**src/go_to_goal_heading_controller_assert.svh**
```systemverilog
// Assertion macros for the go-to-goal heading controller
`ifndef GO_TO_GOAL_HEADING_CONTROLLER_ASSERT_SVH
`define GO_TO_GOAL_HEADING_CONTROLLER_ASSERT_SVH
`ifndef ASSERT_OFF
`define GTG_ASSERT_IMPL(label, clk, rst, prop, msg) \
   label: assert property (@(posedge clk) disable iff (rst) prop) else $error(msg);
`define GTG_ASSERT_NORST(label, clk, prop, msg) \
   label: assert property (@(posedge clk) prop) else $error(msg);
`else
`define GTG_ASSERT_IMPL(label, clk, rst, prop, msg)
`define GTG_ASSERT_NORST(label, clk, prop, msg)
`endif
`endif

```
**src/gtg_pkg.sv**
```systemverilog
// Shared types and constants of the go-to-goal heading controller
package gtg_pkg;
   localparam int CordicIterationsDefault = 18;
   localparam int AtanEntries = 24;
   localparam int ZW = 28;   // Q24 angle plus sign/headroom
   localparam int VW = 37;   // CORDIC x/y width (25 bit diff, 8 guard, growth)
   localparam logic signed [ZW-1:0] HalfPiQ24 = 28'sd26353589;
   localparam logic signed [20:0] PiQ16 = 21'sd205887;
   localparam logic signed [20:0] TwoPiQ16 = 21'sd411775;
   localparam logic [23:0] CordicKQ24 = 24'd10188014;
   localparam logic signed [23:0] GoalReset = 24'sd363361;

   localparam logic [1:0] RegLinearGain = 2'd0;
   localparam logic [1:0] RegAngularGain = 2'd1;
   localparam logic [1:0] RegDistTol = 2'd2;
   localparam logic [1:0] RegAngleTol = 2'd3;

   localparam logic [1:0] ModeRotate = 2'd0;
   localparam logic [1:0] ModeDrive = 2'd1;
   localparam logic [1:0] ModeStop = 2'd2;

   typedef enum logic [2:0] {
      ST_IDLE, ST_PREP, ST_ITER, ST_SCALE, ST_DECIDE, ST_GAIN, ST_OUT
   } state_type;

   typedef struct packed {
      logic set_goal;
      logic prep;
      logic iter;
      logic scale;
      logic decide;
      logic gain;
      logic load_out;
   } cmd_type;

   function automatic logic [ZW-1:0] atan_q24(input logic [4:0] i);
      logic [ZW-1:0] r;
      unique case (i)
         5'd0: r = 28'd13176795;  5'd1: r = 28'd7778716;
         5'd2: r = 28'd4110060;   5'd3: r = 28'd2086331;
         5'd4: r = 28'd1047214;   5'd5: r = 28'd524117;
         5'd6: r = 28'd262123;    5'd7: r = 28'd131069;
         5'd8: r = 28'd65536;     5'd9: r = 28'd32768;
         5'd10: r = 28'd16384;    5'd11: r = 28'd8192;
         5'd12: r = 28'd4096;     5'd13: r = 28'd2048;
         5'd14: r = 28'd1024;     5'd15: r = 28'd512;
         5'd16: r = 28'd256;      5'd17: r = 28'd128;
         5'd18: r = 28'd64;       5'd19: r = 28'd32;
         5'd20: r = 28'd16;       5'd21: r = 28'd8;
         5'd22: r = 28'd4;        5'd23: r = 28'd2;
         default: r = '0;
      endcase
      return r;
   endfunction
endpackage

```
**src/gtg_req_if.sv**
```systemverilog
// Valid/ready channel interfaces: request, response and register write
interface gtg_req_if;
   logic valid;
   logic ready;
   logic operation;
   logic signed [23:0] pos_x;
   logic signed [23:0] pos_y;
   logic signed [18:0] heading;
   modport source (output valid, operation, pos_x, pos_y, heading, input ready);
   modport sink (input valid, operation, pos_x, pos_y, heading, output ready);
endinterface

interface gtg_rsp_if;
   logic valid;
   logic ready;
   logic [23:0] forward_velocity;
   logic signed [17:0] turn_rate;
   logic [1:0] motion_mode;
   modport source (output valid, forward_velocity, turn_rate, motion_mode, input ready);
   modport sink (input valid, forward_velocity, turn_rate, motion_mode, output ready);
endinterface

interface gtg_csr_if;
   logic valid;
   logic ready;
   logic [1:0] index;
   logic [16:0] data;
   modport source (output valid, index, data, input ready);
   modport sink (input valid, index, data, output ready);
endinterface

```
**src/gtg_ctrl.sv**
```systemverilog
// Sequencer of the go-to-goal controller
module gtg_ctrl
   import gtg_pkg::*;
#(
   parameter int CORDIC_ITERATIONS = CordicIterationsDefault
) (
   input  logic    clock,
   input  logic    reset,
   input  logic    req_valid,
   input  logic    req_operation,
   output logic    req_ready,
   input  logic    rsp_busy,
   output cmd_type cmd,
   output logic [4:0] iter_idx
);
   localparam int NIter = (CORDIC_ITERATIONS < AtanEntries) ? CORDIC_ITERATIONS : AtanEntries;

   state_type state_ff, state_in;
   logic [4:0] cnt_ff, cnt_in;

   assign iter_idx = cnt_ff;

   // state register
   always_ff @(posedge clock) begin
      if (reset) begin
         state_ff <= ST_IDLE;
         cnt_ff <= '0;
      end else begin
         state_ff <= state_in;
         cnt_ff <= cnt_in;
      end
   end

   // next state and commands
   always_comb begin
      state_in = state_ff;
      cnt_in = cnt_ff;
      cmd = '0;
      req_ready = 1'b0;
      unique case (state_ff)
         ST_IDLE: begin
            req_ready = 1'b1;
            if (req_valid) begin
               if (!req_operation) cmd.set_goal = 1'b1;
               else begin
                  cmd.prep = 1'b1;
                  cnt_in = '0;
                  state_in = ST_ITER;
               end
            end
         end
         ST_ITER: begin
            cmd.iter = 1'b1;
            cnt_in = cnt_ff + 5'd1;
            if (cnt_ff == 5'(NIter - 1)) state_in = ST_SCALE;
         end
         ST_SCALE: begin
            cmd.scale = 1'b1;
            state_in = ST_DECIDE;
         end
         ST_DECIDE: begin
            cmd.decide = 1'b1;
            state_in = ST_GAIN;
         end
         ST_GAIN: begin
            cmd.gain = 1'b1;
            state_in = ST_OUT;
         end
         ST_OUT: begin
            if (!rsp_busy) begin
               cmd.load_out = 1'b1;
               state_in = ST_IDLE;
            end
         end
         default: state_in = ST_IDLE;
      endcase
   end
endmodule

```
**src/gtg_dp.sv**
```systemverilog
// Datapath: goal store, CORDIC, error wrap, gains, response register
`include "go_to_goal_heading_controller_assert.svh"
module gtg_dp
   import gtg_pkg::*;
(
   input  logic clock,
   input  logic reset,
   input  cmd_type cmd,
   input  logic [4:0] iter_idx,
   input  logic signed [23:0] in_x,
   input  logic signed [23:0] in_y,
   input  logic signed [18:0] in_heading,
   input  logic csr_we,
   input  logic [1:0] csr_index,
   input  logic [16:0] csr_data,
   input  logic rsp_ready,
   output logic rsp_valid,
   output logic rsp_busy,
   output logic [23:0] rsp_fwd,
   output logic signed [17:0] rsp_turn,
   output logic [1:0] rsp_mode
);
   logic [16:0] lin_gain_ff, ang_gain_ff;
   logic [15:0] dist_tol_ff, ang_tol_ff;
   logic signed [23:0] goal_x_ff, goal_y_ff;
   logic moving_ff;
   logic signed [VW-1:0] x_ff, y_ff;
   logic signed [ZW-1:0] z_ff;
   logic signed [18:0] hd_ff;
   logic [40:0] dist_ff;         // distance Q16 (large headroom)
   logic signed [21:0] err_ff;
   logic [1:0] mode_ff;
   logic signed [43:0] prod_ff;  // 25 bit distance or 22 bit error times 17 bit gain, signed
   logic valid_ff;
   logic [23:0] fwd_ff;
   logic signed [17:0] turn_ff;
   logic [1:0] omode_ff;

   // register file
   always_ff @(posedge clock) begin
      if (reset) begin
         lin_gain_ff <= 17'd32768;
         ang_gain_ff <= 17'd32768;
         dist_tol_ff <= 16'd66;
         ang_tol_ff <= 16'd66;
      end else if (csr_we) begin
         unique case (csr_index)
            RegLinearGain: lin_gain_ff <= csr_data;
            RegAngularGain: ang_gain_ff <= csr_data;
            RegDistTol: dist_tol_ff <= csr_data[15:0];
            RegAngleTol: ang_tol_ff <= csr_data[15:0];
            default: ;
         endcase
      end
   end

   // prep vector: difference with guard bits and quadrant fold
   logic signed [VW-1:0] dx, dy;
   assign dx = VW'(signed'(25'(goal_x_ff) - 25'(in_x))) <<< 8;
   assign dy = VW'(signed'(25'(goal_y_ff) - 25'(in_y))) <<< 8;

   // one CORDIC micro-rotation
   logic signed [VW-1:0] xs, ys;
   logic signed [ZW-1:0] at;
   assign xs = x_ff >>> iter_idx;
   assign ys = y_ff >>> iter_idx;
   assign at = signed'(atan_q24(iter_idx));

   // distance scaling
   logic [VW-2:0] xpos;
   logic [60:0] kprod;
   assign xpos = x_ff[VW-1] ? '0 : x_ff[VW-2:0];
   assign kprod = 61'(xpos) * 61'(CordicKQ24) + (61'd1 << 31);

   // error wrap
   logic signed [ZW-1:0] brg;
   logic signed [21:0] e0, ew;
   assign brg = (z_ff + ZW'(128)) >>> 8;
   assign e0 = 22'(brg) - 22'(hd_ff);
   always_comb begin
      if (e0 > 22'(PiQ16)) ew = e0 - 22'(TwoPiQ16);
      else if (e0 < -22'(PiQ16)) ew = e0 + 22'(TwoPiQ16);
      else ew = e0;
   end
   logic [21:0] aerr;
   assign aerr = err_ff[21] ? 22'(-err_ff) : 22'(err_ff);

   // main datapath
   always_ff @(posedge clock) begin
      if (reset) begin
         goal_x_ff <= GoalReset;
         goal_y_ff <= GoalReset;
         moving_ff <= 1'b0;
      end else begin
         if (cmd.set_goal) begin
            goal_x_ff <= in_x;
            goal_y_ff <= in_y;
            moving_ff <= 1'b1;
         end
         if (cmd.decide && !(moving_ff && dist_ff > 41'(dist_tol_ff)))
            moving_ff <= 1'b0;
      end
      if (cmd.prep) begin
         hd_ff <= in_heading;
         if (dx < 0) begin
            if (dy >= 0) begin
               x_ff <= dy; y_ff <= -dx; z_ff <= HalfPiQ24;
            end else begin
               x_ff <= -dy; y_ff <= dx; z_ff <= -HalfPiQ24;
            end
         end else begin
            x_ff <= dx; y_ff <= dy; z_ff <= '0;
         end
      end
      if (cmd.iter) begin
         if (y_ff >= 0) begin
            x_ff <= x_ff + ys; y_ff <= y_ff - xs; z_ff <= z_ff + at;
         end else begin
            x_ff <= x_ff - ys; y_ff <= y_ff + xs; z_ff <= z_ff - at;
         end
      end
      if (cmd.scale) begin
         dist_ff <= 41'(kprod >> 32);
         err_ff <= ew;
      end
      if (cmd.decide) begin
         if (moving_ff && dist_ff > 41'(dist_tol_ff)) begin
            if (aerr > 22'(ang_tol_ff)) begin
               mode_ff <= ModeRotate;
               prod_ff <= 44'(err_ff) * signed'(44'(ang_gain_ff)) + 44'sd32768;
            end else begin
               mode_ff <= ModeDrive;
               prod_ff <= signed'(44'(dist_ff[24:0])) * signed'(44'(lin_gain_ff))
                          + 44'sd32768;
            end
         end else begin
            mode_ff <= ModeStop;
            prod_ff <= '0;
         end
      end
   end

   // saturate products
   logic signed [24:0] q;
   logic [23:0] fwd_sat;
   logic signed [17:0] turn_sat;
   assign q = 25'(prod_ff >>> 16);
   always_comb begin
      fwd_sat = '0;
      turn_sat = '0;
      if (mode_ff == ModeDrive) begin
         if ((prod_ff >>> 16) > 44'sd16777215) fwd_sat = '1;
         else fwd_sat = q[23:0];
      end else if (mode_ff == ModeRotate) begin
         if (q > 25'sd131071) turn_sat = 18'sd131071;
         else if (q < -25'sd131072) turn_sat = -18'sd131072;
         else turn_sat = q[17:0];
      end
   end

   always_ff @(posedge clock) begin
      if (cmd.gain) begin
         fwd_ff <= fwd_sat;
         turn_ff <= turn_sat;
         omode_ff <= mode_ff;
      end
   end

   // response register
   always_ff @(posedge clock) begin
      if (reset) valid_ff <= 1'b0;
      else if (cmd.load_out) valid_ff <= 1'b1;
      else if (rsp_ready) valid_ff <= 1'b0;
   end
   logic [23:0] ofwd_ff;
   logic signed [17:0] oturn_ff;
   logic [1:0] omd_ff;
   always_ff @(posedge clock) begin
      if (cmd.load_out) begin
         ofwd_ff <= fwd_ff;
         oturn_ff <= turn_ff;
         omd_ff <= omode_ff;
      end
   end
   assign rsp_valid = valid_ff;
   assign rsp_busy = valid_ff && !rsp_ready;
   assign rsp_fwd = ofwd_ff;
   assign rsp_turn = oturn_ff;
   assign rsp_mode = omd_ff;

   `GTG_ASSERT_IMPL(a_no_overwrite, clock, reset, rsp_busy |-> !cmd.load_out,
      "response overwritten while stalled")
   `GTG_ASSERT_IMPL(a_mode_legal, clock, reset, rsp_valid |-> rsp_mode != 2'd3,
      "illegal motion mode")
   `GTG_ASSERT_IMPL(a_stop_zero, clock, reset,
      rsp_valid && rsp_mode == ModeStop |-> rsp_fwd == '0 && rsp_turn == '0,
      "stopped response with nonzero command")
endmodule

```
**src/go_to_goal_heading_controller.sv**
```systemverilog
// Top level of the go-to-goal heading controller
//  channel  | dir | transaction
//  req_     | in  | operation, pos_x, pos_y, heading
//  rsp_     | out | forward_velocity, turn_rate, motion_mode
//  csr_     | in  | index, data (register write)
// A set-goal transaction is taken in IDLE without leaving it; a control transaction
// steps through ITER, SCALE, DECIDE, GAIN and OUT, with ITER paced by the shared CORDIC stage
// running one micro-rotation per cycle. Reset is synchronous and restores
// registers and goal. A stalled response holds the sequencer before reload.
module go_to_goal_heading_controller
   import gtg_pkg::*;
#(
   parameter int CORDIC_ITERATIONS = CordicIterationsDefault
) (
   input logic clock,
   input logic reset,
   gtg_req_if.sink req,
   gtg_rsp_if.source rsp,
   gtg_csr_if.sink csr
);
   cmd_type cmd;
   logic [4:0] iter_idx;
   logic rsp_busy;

   assign csr.ready = 1'b1;

   gtg_ctrl #(.CORDIC_ITERATIONS(CORDIC_ITERATIONS)) u_ctrl (
      .clock, .reset,
      .req_valid(req.valid), .req_operation(req.operation), .req_ready(req.ready),
      .rsp_busy, .cmd, .iter_idx
   );

   gtg_dp u_dp (
      .clock, .reset, .cmd, .iter_idx,
      .in_x(req.pos_x), .in_y(req.pos_y), .in_heading(req.heading),
      .csr_we(csr.valid), .csr_index(csr.index), .csr_data(csr.data),
      .rsp_ready(rsp.ready), .rsp_valid(rsp.valid), .rsp_busy,
      .rsp_fwd(rsp.forward_velocity), .rsp_turn(rsp.turn_rate),
      .rsp_mode(rsp.motion_mode)
   );
endmodule
```
**src/flat_wrapper.sv**
```systemverilog
// flat-port wrapper written by rule: the top's interface ports become plain ports
module go_to_goal_heading_controller_flat import gtg_pkg::*;
#(
   parameter int CORDIC_ITERATIONS = CordicIterationsDefault
)
  (clock, reset, req_valid, req_operation, req_pos_x, req_pos_y, req_heading, req_ready, rsp_valid, rsp_forward_velocity, rsp_turn_rate, rsp_motion_mode, rsp_ready, csr_valid, csr_index, csr_data, csr_ready);
  gtg_req_if req_i ();
  gtg_rsp_if rsp_i ();
  gtg_csr_if csr_i ();
  input logic clock;
  input logic reset;
  input wire logic [$bits(req_i.valid)-1:0] req_valid;
  input wire logic [$bits(req_i.operation)-1:0] req_operation;
  input wire logic [$bits(req_i.pos_x)-1:0] req_pos_x;
  input wire logic [$bits(req_i.pos_y)-1:0] req_pos_y;
  input wire logic [$bits(req_i.heading)-1:0] req_heading;
  output wire logic [$bits(req_i.ready)-1:0] req_ready;
  output wire logic [$bits(rsp_i.valid)-1:0] rsp_valid;
  output wire logic [$bits(rsp_i.forward_velocity)-1:0] rsp_forward_velocity;
  output wire logic [$bits(rsp_i.turn_rate)-1:0] rsp_turn_rate;
  output wire logic [$bits(rsp_i.motion_mode)-1:0] rsp_motion_mode;
  input wire logic [$bits(rsp_i.ready)-1:0] rsp_ready;
  input wire logic [$bits(csr_i.valid)-1:0] csr_valid;
  input wire logic [$bits(csr_i.index)-1:0] csr_index;
  input wire logic [$bits(csr_i.data)-1:0] csr_data;
  output wire logic [$bits(csr_i.ready)-1:0] csr_ready;
  assign req_i.valid = req_valid;
  assign req_i.operation = req_operation;
  assign req_i.pos_x = req_pos_x;
  assign req_i.pos_y = req_pos_y;
  assign req_i.heading = req_heading;
  assign req_ready = req_i.ready;
  assign rsp_valid = rsp_i.valid;
  assign rsp_forward_velocity = rsp_i.forward_velocity;
  assign rsp_turn_rate = rsp_i.turn_rate;
  assign rsp_motion_mode = rsp_i.motion_mode;
  assign rsp_i.ready = rsp_ready;
  assign csr_i.valid = csr_valid;
  assign csr_i.index = csr_index;
  assign csr_i.data = csr_data;
  assign csr_ready = csr_i.ready;
  go_to_goal_heading_controller #(.CORDIC_ITERATIONS(CORDIC_ITERATIONS)) u_core (.clock(clock), .reset(reset), .req(req_i), .rsp(rsp_i), .csr(csr_i));
endmodule
```
**config.mk**
```make
export PLATFORM = sky130hd
export DESIGN_NAME = go_to_goal_heading_controller_flat
export DESIGN_NICKNAME = d
export VERILOG_FILES = /design/src/gtg_pkg.sv /design/src/gtg_req_if.sv /design/src/gtg_ctrl.sv /design/src/gtg_dp.sv /design/src/go_to_goal_heading_controller.sv /design/src/flat_wrapper.sv
export VERILOG_INCLUDE_DIRS = /design/src /design/src/src
export SDC_FILE = /design/constraint.sdc
export NUM_CORES = 2
export LEC_CHECK = 0
export BUFFER_PORTS_ARGS = -buffer_cell sky130_fd_sc_hd__buf_2
export CAP_MARGIN = 10
export CELL_PAD_IN_SITES_DETAIL_PLACEMENT = 2
export CELL_PAD_IN_SITES_GLOBAL_PLACEMENT = 2
export CORE_MARGIN = 2
export CORE_UTILIZATION = 46
export CTS_CLUSTER_SIZE = 12
export DETAILED_ROUTE_END_ITERATION = 12
export HOLD_SLACK_MARGIN = 0.15
export PLACE_DENSITY = 0.95
export RECOVER_POWER = 100
export SLEW_MARGIN = 10
export SYNTH_ARGS = -nofsm -noshare
export SYNTH_HDL_FRONTEND = slang
export SYNTH_HIERARCHICAL = 1
export SYNTH_SLANG_ARGS = --single-unit
```
**constraint.sdc**
```tcl
create_clock -name clock -period 16.58 [get_ports clock]
set_clock_uncertainty 0.05 [all_clocks]
set_input_delay 1.658 -clock clock [delete_from_list [all_inputs] [get_ports clock]]
set_output_delay 1.658 -clock clock [all_outputs]
set_load 0.02 [all_outputs]
```
==> results of run 1 <==
kinds of logic after synthesis:
logic type                 synth area share (%)
AOI/OAI and AO/OA                          10.8
buffers and inverters                      9.49
DFF                                        14.2
and+or+nand+nor                            14.8
other                                   0.00477
muxes                                      5.23
xor gates and xnor gates                   5.46
adders and majority gates                  40.0
Yosys cell counts, types with 38 or more instances:
library cell / instances
inv_1: 1548
fa_1: 1110
nand2_1: 1000
ha_1: 738
nor2_1: 478
a21oi_1: 451
and2_1: 364
xnor2_1: 340
clkbuf_1: 331
edfxtp_1: 290
o21ai_0: 263
xor2_1: 151
dfxtp_1: 124
a21o_1: 113
mux4_2: 113
mux2i_1: 107
nand3_1: 105
nor3_1: 90
nor2b_1: 81
o21a_1: 72
a211oi_1: 55
nand4_1: 54
and3_1: 51
or3_1: 48
o31ai_1: 47
buf_1: 44
a31oi_1: 40
nand2b_1: 38
per-layer routing:
metal | overflow | GRT usage, %
met3 | 2 | 42.0
met4 | 9 | 63.8
met1 | 2 | 59.4
met5 | 0 | 22.9
met2 | 6 | 85.9
stage by stage:
step | hold WS, ns | worst slack, ns | utilization (%) | std cells | instance area (sq um)
after floorplan | 0.350 | 7.19 | - | 8773 | 78700
after global placement | 0.351 | 6.93 | 47.9 | 10800 | 81200
after detailed placement | 0.356 | 5.94 | 47.9 | 10800 | 81200
after CTS | 0.330 | 5.45 | 48.9 | 10900 | 83000
==> results.md, run 1 <==
- Counting along the longest clock path gives a buffer depth of 3.
- In this run the mean area of a mapped cell was 8.97 sq um.
- The cell at the root of the clock tree is clkbuf_16.
- The number of top-level pins is roughly 140.
- Once detailed placement completed, the half-perimeter wirelength came to 303 mm.
- Entering global routing, the biggest net connects between 70 and 80 pins.
- The cell area that synthesis handed to floorplanning was 78700 sq um.
- The stage where the flow stopped is global routing (5_1_grt).
- For this design, the sink count on the clock tree is 414.
- The net count of the mapped netlist is 10.7k.
- The horizontal extent of the die is 418 um.
- The count of buffers added on input and output ports is 137.
- Counting flops and latches in the post-synthesis netlist gives approximately 410.
- Global routing finished with a remaining overflow of 19.
- Post-CTS timing repair inserted 0 buffers for setup.
- The run stopped with a tool error.
- Counting distinct cell types in the post-synthesis netlist gives about 110.
- Row generation in the floorplan step produced between 150 and 200 rows.
- The most instantiated flip-flop cell in the synthesis netlist is edfxtp_1.
- At the end of routability-driven placement, the weighted congestion stood at between 0.9 and 1.
- Once the floorplan was initialized, standard cells occupied a little under half of the core.
- Buffers inserted during clock tree synthesis total 54.
- The cell count after synthesis came out at ~9k.
- The clock tree synthesis step divided the H-tree into 2 levels.
- For this design, the CTS-stage hold fixing added 0 buffers.
- The area share of the leading cell type in the synthesized netlist is 28.2%.
- The die span in y is 418 um.
- Global routing consumed, over all layers together, 62.7% of the routing resources.
- The proportion of synthesized chip area in sequential cells is between 10% and 20%.
- The number of antenna violations at the first check in global routing is between 80 and 90.
- The largest area contributor in the netlist is fa_1.
- Of all flip-flops after synthesis, the portion carrying an async set or reset was 0%.
- During synthesis, Yosys emitted a total of 6 warnings.
- In the post-synthesis netlist, the biggest area contributors are fa_1 (28%), ha_1 (12%), edfxtp_1 (11%).
- The number of gates resized after CTS was 0.
- Counting flops with a built-in enable in the synthesized netlist gives 290.
- The first error in the log reads "[ERROR GRT-0232] Routing congestion too high. Check the congestion heatmap in the GUI".
==> run 2, diff against run 1 <==
Settings changed: CELL_PAD_IN_SITES_DETAIL_PLACEMENT 2 to default, CELL_PAD_IN_SITES_GLOBAL_PLACEMENT 2 to default, CORE_UTILIZATION 46 to 40, CTS_CLUSTER_SIZE 12 to default, HOLD_SLACK_MARGIN 0.15 to default, PLACE_DENSITY 0.95 to default, PLACE_DENSITY_LB_ADDON from default to 0.15.
==> results.md, run 2 <==
- met2 is the most crowded layer.
- The number of max-slew violations in the final report came to 740.
- In the routed design, unresolved DRC markers number 0.
- In the layout the commonest cells are inv_1 (1546), fa_1 (1110), nand2_1 (1000).
- The proportion of synthesized chip area in sequential cells came to 14.2% (unchanged).
- STA puts the critical path data arrival time at between 10 and 15 ns.
- The area share of xor/xnor cells in the synthesized design came to 5.46% (unchanged).
- For this run, the slowest stage of the critical path takes between 2 and 2.5 ns.
- The horizontal extent of the die is 448 um (+7.2%).
- The kind of start point of the critical path is a flip-flop.
- Global routing finished with a remaining overflow of 0.
- The summed instance area of the synthesized netlist is 78700 sq um (unchanged).
- The checks that failed: max-capacitance violations, max-slew violations.
- The final critical path takes up 70.1% of the cycle.
- On the critical path, the stage with the largest delay is an instance of clkbuf_1.
- The critical path goes through clkbuf_1, mux4_2, mux2_1, mux2i_1, nor2_1, a21oi_1, ha_1, nand4_1, or2_2, o31ai_1, xnor2_1, ha_1, o21ai_0, o21bai_1, a211oi_1, o21ai_0, a2111oi_0, o31ai_1, a31oi_1, o221ai_1, o41ai_1, o21ai_0, xor2_1, nor2_1.
- The worst pin sits at a relative slew slack of -194%.
- The required time at the endpoint of the critical path is 16.99 ns.
- The area added between synthesis and finish is 6.35%.
- Dividing the detail-routed wire length by the instance count gives between 20 and 25 um.
- The basic-gate share of the synthesized area counting and, or, nand and nor cells is 14.8% (unchanged).
- In the post-synthesis netlist, the cell with the most instances is inv_1.
- In this run, the number of DRC markers left after iteration 0 of detailed routing was slightly below 4k.
- The type of element capturing the critical path is a flip-flop.
- The worst setup timing slack at the placement stage came to 6.65 ns (+0.706 ns).
- Setup violations remaining at the end of the flow were counted as 0.
- The area share of the leading cell type in the synthesized netlist is 28.2% (unchanged).
- The number of buffers between clock root and the deepest sink is 3 (unchanged).
- The number of detailed-routing iterations run before antenna repair is 6.
- Cells with a size suffix above 1 make up between 5 and 6% of the layout.
- Of all nets on the critical path, the largest fanout is 55.
- For the finished layout, the period the worst path requires is 11.62 ns.
- In the final layout, the registers with the most flip-flops are u_core/u_dp/x_ff: 37 flops, u_core/u_dp/y_ff: 37 flops, u_core/u_dp/dist_ff: 29 flops.
- The final worst hold slack is ~0.34 ns.
- The flow ran to the end, but the final reports show violations.
- The worst hold path begins at u_core/u_dp/fwd_ff[8].
- The residual antenna-violating net count after detailed routing is 0.
- Grouping stages by cell kind, the critical path spends the most delay in compound AO/OA/AOI/OAI gates.
- Setup repair after global routing left no endpoint under its margin.
- For the worst-skew pair, the clock arrives at the later sink with an insertion delay of roughly 0.75 ns.
- The final critical-path setup slack is between 4 and 5 ns.
- Global routing used roughly two fifths of the available met2 tracks.
- In the synthesized netlist, the cells that appear most often are inv_1 (1548), fa_1 (1110), nand2_1 (1000), ha_1 (738), nor2_1 (478).
- The number of distinct library cells after synthesis came to 106 (unchanged).
- The count of hold-fix buffers inserted at cts is 0 (unchanged).
- The final route contains 60.5k vias.
- The number of top-level pins is 139 (unchanged).
- The total count of hold-check failures in the final report is 0.
- Setup total negative slack on the finished layout was measured at 0 ns.
- At the pin with the least slew margin, the transition time is between 4 and 5 ns.
- Sorting the synthesized cells by area gives the leading types as fa_1 (28%), ha_1 (12%), edfxtp_1 (11%).
- The count of instances resized after the clock tree is built is 0 (unchanged).
- In this run the worst hold path is classified as flip-flop to flip-flop.
- The starting utilization of the core area is 40.3% (-6.1 points).
- The met1 usage is a little under a third.
- The die span in y came to 448 um (+7.2%).
- The number of levels the H-tree was split into is 2 (unchanged).
- The number of buffers created by CTS came to 54 (unchanged).
- The number of buffers and inverters on the critical path is 1.
- The startpoint identified for the worst register-to-register timing path is u_core/u_ctrl/iter_idx[1].
- The port buffer count is 137 (unchanged).
- The worst setup path is of the flip-flop to flip-flop kind.
- The cell repeated most along the worst path is o21ai_0.
- The sum of net half-perimeters after detailed placement came to 186 mm (-39%).
- The complex-gate fraction of the synthesized area is 10.8% (unchanged).
- The critical path starts at u_core/u_ctrl/iter_idx[1].
- The met3 routing resource usage after global routing is ~2.6%.
- The cell at the root of the clock tree is clkbuf_16.
- Using the TritonRoute via totals, the vias-per-cell ratio works out to 5.33.
- The most instantiated flip-flop cell in the synthesis netlist is edfxtp_1.
- The area share of fa/ha/maj cells after synthesis was 40.0% (unchanged).
- The number of enable flip-flop cells after synthesis is 290 (unchanged).
- The die covers approximately 200000 sq um.
- The post-synthesis register bit count is 414 (unchanged).
- The portion of netlist area occupied by mux cells was 5.23% (unchanged).
- The number of synthesis warnings is 6 (unchanged).
- The number of clock sinks seen by CTS came to 414 (unchanged).
- The share of flip-flops with an asynchronous set or reset after synthesis is 0% (unchanged).
- The region available for standard cell placement spans a little under 200000 sq um.
- The via count of the first global-routing pass came to 63.4k.
- The library cell used most frequently in the layout, excluding fill and tap cells, is inv_1.
- The synthesized instance count is 8773 (unchanged).
- The average cell area after synthesis came to 8.97 sq um (unchanged).
- The net count of the mapped netlist was 10.7k (unchanged).
- The all-layer global routing usage is 23.5%.
- The dominant combinational cell family by area after synthesis is adder cells.
- The first global-routing pass estimated 369 mm of wire.
- Clock-pin slew was measured on the worst setup and hold paths at 0.06 ns.
- Static timing analysis puts the maximum clock frequency at ~86 MHz.
- In the final design database the tool counted around 11k nets.
- The pin count of the biggest net entering global routing is 71.
- The number of antenna violations at the first check in global routing was 13.
- The largest area contributor in the netlist is fa_1.
- The site row count came to 162 (+7.3%).
- The routed design has around 230 mm of wire.
- The TritonCTS clock tree is done.
- The final estimated routing congestion in global placement was 0.921 (-4.8%).
- The max-cap check violation count is 17.
- The post-CTS setup buffer count was 0 (unchanged).
==> run 2: cell counts after synthesis <==
Identical to the previous run, type by type.
==> run 2: worst paths after layout <==
check,end,slack (ns),cells past startpoint
worst max-delay path,u_core/u_dp/x_ff[36],4.96,24
worst min-delay path,u_core/u_dp/rsp_fwd[8],0.34,0
worst max register to register,u_core/u_dp/x_ff[36],4.96,24
worst min register to register,u_core/u_dp/rsp_fwd[8],0.34,0
==> run 2: logic make-up (layout without fill, tap and decap cells) <==
| kind of cell | after synthesis | in the layout |
|---|---|---|
| AO/OA/AOI/OAI | 1342 | 1342 |
| buffers and inverters | 1957 | 1896 |
| flip-flops | 414 | 414 |
| other | 1 | 7 |
| XOR/XNOR | 491 | 491 |
| multiplexers | 263 | 263 |
| adder cells (fa/ha/maj) | 1848 | 1848 |
| AND/OR/NAND/NOR | 2457 | 2457 |
==> run 2: per-layer routing <==
layer	vias up	part of all wire (%)
met1	30400	45
met2	1382	48
li1	28300	-
met4	8	3.1
met3	293	4.4
met5	-	0.024
==> run 2: final cells by class <==
class	instances	area (sq um)
Sequential cell	414	11200
Timing Repair Buffer	243	1360
Antenna cell	6	15.0
Clock inverter	37	487
Clock buffer	64	1450
Inverter	1552	5830
Fill cell	19500	111000
Multi-Input combinational cell	6402	60100
Tap cell	2624	3280
==> run 2: stage by stage <==
step                util [%]  cells  cell area [sq um]
finish                  42.9  11300              83700
global route            42.9  11300              83700
CTS                     43.0  11300              83900
detailed placement      42.0  11200              81900
global placement        42.0  11200              81900
floorplan                  -   8773              78700
==> run 2: worst register-to-register path, delay by kind of cell (launching register included) <==
family | cells | cell delay (ns)
AOI/OAI and AO/OA | 12 | 3.62
xor gates and xnor gates | 2 | 0.46
adders and majority gates | 2 | 0.62
buffers and inverters | 1 | 2.36
DFF | 1 | 1.78
muxes | 3 | 1.59
and+or+nand+nor | 4 | 0.88
Power of run 2 is not shown: default switching activity piles up to over one toggle a cycle in this logic, so the estimate is an artifact.
